$ cat src/sv/tks_pkg.sv
// ----------------------------------------------------------------------------
// tks_pkg
// Shared types and constants of the top-k score table: command codes, the
// request and response words, one table entry and the link between cells.
// ----------------------------------------------------------------------------
`default_nettype none

package tks_pkg;

   localparam int TABLE_DEPTH = 16;
   localparam int COUNT_W     = $clog2(TABLE_DEPTH + 1);

   typedef enum logic [1:0] {
      CMD_INSERT = 2'd0,
      CMD_READ   = 2'd1,
      CMD_CLEAR  = 2'd2
   } cmd_type;

   typedef struct packed {
      logic [1:0]         command;
      logic signed [31:0] score;
      logic [1:0]         player;
      logic [31:0]        name_tag;
      logic [3:0]         rank;
   } req_type;

   typedef struct packed {
      logic               accepted;
      logic               entry_valid;
      logic signed [31:0] entry_score;
      logic [1:0]         entry_player;
      logic [31:0]        entry_name_tag;
      logic [4:0]         entry_count;
   } rsp_type;

   typedef struct packed {
      logic signed [31:0] score;
      logic [1:0]         player;
      logic [31:0]        name_tag;
   } entry_type;

   // what one cell tells the next one down the row
   typedef struct packed {
      logic occ;
      logic hit;
   } link_type;

endpackage

`default_nettype wire

$ cat src/sv/tks_cell.sv
// ----------------------------------------------------------------------------
// tks_cell
// One slot of the sorted table. Compares its score with the new entry and,
// from its upper neighbor's link, either loads the new entry, takes the
// neighbor's entry (shift down) or holds.
// ----------------------------------------------------------------------------
`default_nettype none

module tks_cell (
   input  logic                clock,
   input  logic                insert_en,
   input  logic                occ,
   input  tks_pkg::entry_type  new_entry,
   input  tks_pkg::entry_type  prev_entry,
   input  tks_pkg::link_type   prev_link,
   output tks_pkg::entry_type  entry,
   output tks_pkg::link_type   link
);
   import tks_pkg::*;

   entry_type entry_ff;
   entry_type entry_in;
   logic      hit;
   logic      load_new;
   logic      shift;

   assign hit = occ && (entry_ff.score < new_entry.score);

   // first slot below the new score, or the first free slot when none is
   assign load_new = insert_en && !prev_link.hit && (hit || (!occ && prev_link.occ));
   assign shift    = insert_en && prev_link.hit;

   always_comb begin
      entry_in = entry_ff;
      if (shift) begin
         entry_in = prev_entry;
      end else if (load_new) begin
         entry_in = new_entry;
      end
   end

   always_ff @(posedge clock) begin
      entry_ff <= entry_in;
   end

   assign entry    = entry_ff;
   assign link.occ = occ;
   assign link.hit = hit;

endmodule

`default_nettype wire

$ cat src/sv/tks_rsp_buffer.sv
// ----------------------------------------------------------------------------
// tks_rsp_buffer
// Two-word response buffer: an output register and a skid register, so the
// request side stalls only when both hold a word.
// ----------------------------------------------------------------------------
`default_nettype none

module tks_rsp_buffer (
   input  logic              clock,
   input  logic              reset,
   input  logic              in_valid,
   input  tks_pkg::rsp_type  in_word,
   output logic              in_stall,
   output logic              out_valid,
   input  logic              out_stall,
   output tks_pkg::rsp_type  out_word
);
   import tks_pkg::*;

   logic    out_valid_ff;
   logic    out_valid_in;
   logic    skid_valid_ff;
   logic    skid_valid_in;
   rsp_type out_word_ff;
   rsp_type out_word_in;
   rsp_type skid_word_ff;
   rsp_type skid_word_in;
   logic    push;
   logic    pop;

   assign push = in_valid && !skid_valid_ff;
   assign pop  = out_valid_ff && !out_stall;

   always_comb begin
      out_valid_in  = out_valid_ff;
      skid_valid_in = skid_valid_ff;
      out_word_in   = out_word_ff;
      skid_word_in  = skid_word_ff;
      if (pop || !out_valid_ff) begin
         if (skid_valid_ff) begin
            out_word_in   = skid_word_ff;
            out_valid_in  = 1'b1;
            skid_valid_in = 1'b0;
         end else begin
            out_word_in  = in_word;
            out_valid_in = push;
         end
      end else if (push) begin
         skid_word_in  = in_word;
         skid_valid_in = 1'b1;
      end
   end

   always_ff @(posedge clock) begin
      if (reset) begin
         out_valid_ff  <= 1'b0;
         skid_valid_ff <= 1'b0;
      end else begin
         out_valid_ff  <= out_valid_in;
         skid_valid_ff <= skid_valid_in;
      end
   end

   always_ff @(posedge clock) begin
      out_word_ff  <= out_word_in;
      skid_word_ff <= skid_word_in;
   end

   assign in_stall  = skid_valid_ff;
   assign out_valid = out_valid_ff;
   assign out_word  = out_word_ff;

endmodule

`default_nettype wire

$ cat src/sv/top_k_score_table_core.sv
// ----------------------------------------------------------------------------
// top_k_score_table_core
// Sorted top-k score table built as a row of compare-and-shift cells.
// ----------------------------------------------------------------------------
// The block accepts one command word (insert, read at rank, clear) per clock
// while req_stall is low: each cell compares its own score with the new one
// in parallel and loads, shifts or holds at the same edge. A read selects the
// cell at the rank and returns it with the count held after the word. Results
// pass through a two-word buffer; req_stall rises only when both buffer words
// are waiting.
`default_nettype none

module top_k_score_table_core (
   input  logic              clock,
   input  logic              reset,
   input  logic              req_valid,
   output logic              req_stall,
   input  tks_pkg::req_type  req_word,
   output logic              rsp_valid,
   input  logic              rsp_stall,
   output tks_pkg::rsp_type  rsp_word
);
   import tks_pkg::*;

   logic [COUNT_W-1:0] count_ff;
   logic [COUNT_W-1:0] count_in;
   logic               accept;
   logic               full;
   logic               insert_en;
   logic               tag_ok;
   entry_type          new_entry;
   entry_type          rd_entry;
   entry_type          cell_entry [TABLE_DEPTH];
   link_type           cell_link  [TABLE_DEPTH];
   logic               cell_occ   [TABLE_DEPTH];
   rsp_type            rsp_in;

   localparam link_type LINK_HEAD = '{occ: 1'b1, hit: 1'b0};

   assign accept = req_valid && !req_stall;
   assign full   = (count_ff == COUNT_W'(TABLE_DEPTH));
   assign tag_ok = (req_word.name_tag != 32'd0);

   assign new_entry.score    = req_word.score;
   assign new_entry.player   = req_word.player;
   assign new_entry.name_tag = req_word.name_tag;

   // full table takes the word only if it beats the bottom slot
   assign insert_en = accept && (req_word.command == CMD_INSERT) && tag_ok
                      && (!full || cell_link[TABLE_DEPTH-1].hit);

   for (genvar i = 0; i < TABLE_DEPTH; i++) begin : g_cell
      assign cell_occ[i] = (int'(count_ff) > i);
      if (i == 0) begin : g_head
         tks_cell u_cell (
            .clock      (clock),
            .insert_en  (insert_en),
            .occ        (cell_occ[i]),
            .new_entry  (new_entry),
            .prev_entry (new_entry),
            .prev_link  (LINK_HEAD),
            .entry      (cell_entry[i]),
            .link       (cell_link[i])
         );
      end else begin : g_body
         tks_cell u_cell (
            .clock      (clock),
            .insert_en  (insert_en),
            .occ        (cell_occ[i]),
            .new_entry  (new_entry),
            .prev_entry (cell_entry[i-1]),
            .prev_link  (cell_link[i-1]),
            .entry      (cell_entry[i]),
            .link       (cell_link[i])
         );
      end
   end

   always_comb begin
      rd_entry = '0;
      for (int i = 0; i < TABLE_DEPTH; i++) begin
         if (int'(req_word.rank) == i) begin
            rd_entry = cell_entry[i];
         end
      end
   end

   always_comb begin
      count_in = count_ff;
      rsp_in   = '0;
      if (accept) begin
         case (req_word.command)
            CMD_INSERT: begin
               rsp_in.accepted = insert_en;
               if (insert_en && !full) begin
                  count_in = count_ff + COUNT_W'(1);
               end
            end
            CMD_READ: begin
               if (int'(req_word.rank) < int'(count_ff)) begin
                  rsp_in.entry_valid    = 1'b1;
                  rsp_in.entry_score    = rd_entry.score;
                  rsp_in.entry_player   = rd_entry.player;
                  rsp_in.entry_name_tag = rd_entry.name_tag;
               end
            end
            CMD_CLEAR: begin
               count_in = '0;
            end
            default: begin
            end
         endcase
      end
      rsp_in.entry_count = 5'(count_in);
   end

   always_ff @(posedge clock) begin
      if (reset) begin
         count_ff <= '0;
      end else begin
         count_ff <= count_in;
      end
   end

   tks_rsp_buffer u_rsp_buffer (
      .clock     (clock),
      .reset     (reset),
      .in_valid  (accept),
      .in_word   (rsp_in),
      .in_stall  (req_stall),
      .out_valid (rsp_valid),
      .out_stall (rsp_stall),
      .out_word  (rsp_word)
   );

endmodule

`default_nettype wire

$ cat config.mk
export PLATFORM = sky130hd
export DESIGN_NAME = top_k_score_table_core
export DESIGN_NICKNAME = d
export VERILOG_FILES = /design/src/sv/tks_pkg.sv /design/src/sv/tks_cell.sv /design/src/sv/tks_rsp_buffer.sv /design/src/sv/top_k_score_table_core.sv
export SDC_FILE = /design/constraint.sdc
export NUM_CORES = 2
export LEC_CHECK = 0
export ABC_CLOCK_PERIOD_IN_PS = 18200
export BUFFER_PORTS_ARGS = -buffer_cell sky130_fd_sc_hd__buf_2
export CAP_MARGIN = 10
export CORE_MARGIN = 2
export CORE_UTILIZATION = 55
export CTS_BUF_LIST = sky130_fd_sc_hd__clkbuf_2 sky130_fd_sc_hd__clkbuf_4 sky130_fd_sc_hd__clkbuf_8
export DETAILED_ROUTE_END_ITERATION = 10
export PLACE_DENSITY_LB_ADDON = 0.05
export SYNTH_ARGS = -nofsm -noshare
export SYNTH_HDL_FRONTEND = slang
export SYNTH_SLANG_ARGS = --single-unit
$ cat constraint.sdc
create_clock -name clock -period 18.2 [get_ports clock]
set_clock_uncertainty 0.2 [all_clocks]
set_input_delay 1.82 -clock clock [delete_from_list [all_inputs] [get_ports clock]]
set_output_delay 1.82 -clock clock [all_outputs]
set_load 0.01 [all_outputs]
==> flow_summary.json <==
{
  "status": "complete, no violations",
  "cts_tree": "yes",
  "avgSynthCellArea_um2": 13.8,
  "synth_cell_types": 86,
  "yosysWarnings": 0,
  "netSwitchingFraction_pct": 26.1,
  "die_h_um": 356,
  "ctsHoldBuffers": 0,
  "yosysTopAreaCell": "edfxtp_1",
  "ys_top_cells_by_area": "edfxtp_1 (53%), mux2_2 (15%), ha_1 (9.3%), mux4_2 (1.8%), a21o_1 (1.5%)",
  "routed_via_density": 7.03,
  "post-cts-setup-buffers": 0,
  "power_uw": 6220,
  "vias": 48600,
  "hpwl_mm": 157,
  "drt_wl_total_mm": 245,
  "grt-ovfl-total": 0,
  "crit_type": "in -> reg",
  "tightest_slew_ns": 1.40,
  "ctsResizeCount": 0,
  "critPathMaxStageDelay_ns": 1.00,
  "combPwrFrac_pct": 10.2,
  "grt_start_max_net_pins": 55,
  "drive_gt1_share_pct": 31.0,
  "post-route-util_pct": 60.6,
  "initial_utilization_pct": 55.3,
  "h-tree-depth": 4,
  "layout_commonest_cell": "edfxtp_1",
  "synth_top_area_share_pct": 53.0,
  "track_usage_pct": 38.3,
  "required_ns": 18.69,
  "synth_edf_count": 1202,
  "hold_path_end": "u_rsp_buffer.out_word[71]",
  "ant_nets": 0,
  "synth_flop_cell": "edfxtp_1",
  "syn-num-nets": 5517,
  "path_cells": "buf_2 -> inv_1 -> ha_1 -> nand4_1 -> nor4_1 -> o311ai_0 -> o211ai_1 -> mux2i_1 -> inv_1 -> nor4_4 -> buf_4 -> buf_4 -> mux2_2",
  "worstHoldPathCells": 2,
  "critical_path_peak_fanout": 53,
  "p_int_uw": 4600,
  "post-route-drc-count": 0,
  "critPathLaunchType": "input port",
  "setup_slack_ns": 10.80,
  "peakVddDrop_uv": 79.2,
  "power_density_nw_per_um2": 83.3,
  "ys_seq_area_share_pct": 53.2,
  "p_leak_uw": 0.0272,
  "cts_inserted_buffers": 202,
  "critPathArrivalTime_ns": 7.89,
  "ff2ff_path_depth": 11,
  "cap_viol_max_count": 0,
  "max_freq_ghz": 0.135,
  "pre_cts_ws_ns": 10.13,
  "seq_power_share_pct": 50.6,
  "io_buffers": 150,
  "rsz0062_at_grt": "no",
  "drtIter0Drc": 5957,
  "routedWlPerCell_um": 35.4,
  "post_dp_cell_area_um2": 70800,
  "r2r-start": "g_cell[9].g_body.u_cell.entry[65]",
  "boundaryPins": 151,
  "die_area_um2": 127000,
  "clkTransAtPathRegs_ns": 0.07,
  "syn_area_um2": 68100,
  "pwr-share-clk_pct": 39.2,
  "slew_violations": 0,
  "nets": 5672,
  "fin_crit_sh_pct": 40.7,
  "finalInstanceArea_um2": 74800,
  "synthArstFlopShare_pct": 0,
  "grt_pass1_wl_mm": 347,
  "end_kind": "flop",
  "clkLatencyLatePin_ns": 0.96,
  "syn_to_final_growth_pct": 9.71,
  "rows": 129,
  "ys_ff_latch": 1209,
  "die_w_um": 356,
  "cts-root-buf": "clkbuf_8",
  "cts_max_path_buffers": 3,
  "core_area_um2": 123000,
  "switchingPower_uw": 1620,
  "fill_cells": 9776,
  "setup_viol": 0,
  "r2r_end": "g_cell[10].g_body.u_cell.entry[2]",
  "hold_viol_final": 0,
  "drtPass1Iterations": 6,
  "first_global_vias": 48000,
  "critPathSlowestCell": "nor4_1",
  "grt_antenna_before_repair": 13,
  "min_period_ns": 7.40,
  "maxSlewHeadroom_pct": 5.42,
  "timing.hold.worst.start": "u_rsp_buffer.skid_word_ff[71]",
  "clock-sinks": 1209,
  "hp-class": "reg -> reg",
  "syn_inst": 4937,
  "layout_common_cells": "edfxtp_1 (1202), mux2_2 (937), ha_1 (504)",
  "fin_setup_tns_ns": 0,
  "r2r_slack_ns": 11.92,
  "gp_congestion": 0.993
}
-- synthesized netlist by cell type (54+ instances only) --
master    number
mux4_2        54
ha_1         504
mux2_2       937
buf_2         68
nand4_1       75
buf_4         54
a21o_1       140
inv_1         67
clkbuf_1     178
a221oi_1     101
edfxtp_1    1202
a22o_1        75
o21ai_0      172
a22oi_1      110
mux2_1        77
nor2_1       132
nand3_1       66
a21oi_1      202
nand2_1      198
-- critical path: cells and delay by family --
kind,cells,cell delay (ns)
AOI/OAI and AO/OA,2,1.23
adders and majority gates,1,0.46
buffers and inverters,5,2.12
muxes,2,0.71
and+or+nand+nor,3,1.44
-- power groups by stage --
stage               clock network [uW]  registers [uW]  logic [uW]
detailed placement                   0            3210         615
CTS                               2460            3150         618
global route                      2570            3150         675
finish                            2440            3150         633
floorplan                            0            3210         378
global placement                     0            3210         604
-- layout make-up --
cell class / count / area [um2] / area share, %
Timing Repair Buffer: 265 / 1640 / 2.19
Antenna cell: 11 / 27.5 / 0.0368
Clock buffer: 265 / 3290 / 4.40
Multi-Input combinational cell: 3345 / 30600 / 40.9
Sequential cell: 1209 / 36200 / 48.5
Inverter: 69 / 262 / 0.350
Tap cell: 1637 / 2050 / 2.74
Clock inverter: 106 / 646 / 0.864
-- stage by stage --
step | hold slack (ns) | std cells
after detailed placement | 0.311 | 6525
after CTS | 0.319 | 6896
final | 0.312 | 6907
after global placement | 0.304 | 6523
after floorplan | 0.296 | 4937
after global routing | 0.330 | 6899
-- metal layers --
| metal | up-vias | GRT usage, % | share of wire [%] |
|---|---|---|---|
| li1 | 20300 | - | - |
| met4 | 2 | 18.2 | 5.0 |
| met5 | - | 0 | 0.0053 |
| met1 | 24700 | 51.2 | 40 |
| met2 | 2964 | 58.7 | 45 |
| met3 | 677 | 9.53 | 11 |
-- sequential cells by signal, summed over array words and instances, names as in the netlist --
| register | flops |
|---|---|
| u_rsp_buffer.out_word | 73 |
| count_ff | 5 |
| u_rsp_buffer.skid_word_ff | 73 |
| g_cell.g_head.u_cell.entry | 66 |
| u_rsp_buffer.in_stall | 1 |
| g_cell.g_body.u_cell.entry | 990 |
| u_rsp_buffer.out_valid | 1 |
-- cell families after synthesis --
kind of cell,synth area share [%]
flops,53.2
mux,19.2
compound gates,11.1
simple gates,4.63
fa+ha+maj,9.26
buf+inv,2.58
xor+xnor,0.0514
-- worst max-delay path by stage --
stage	startpoint	slack, ns	depth (start not counted)	end
after global routing	req_word[63]	10.85	13	g_cell[10].g_body.u_cell.entry[3]
final	req_word[67]	10.80	13	g_cell[10].g_body.u_cell.entry[2]
after floorplan	req_word[43]	8.44	10	g_cell[7].g_body.u_cell.entry[0]
after global placement	req_word[67]	9.95	10	g_cell[1].g_body.u_cell.entry[44]
after detailed placement	req_word[69]	10.13	14	g_cell[10].g_body.u_cell.entry[2]
after CTS	req_word[69]	11.15	14	g_cell[10].g_body.u_cell.entry[22]
Note: power is estimated with default switching activity, not from simulation.
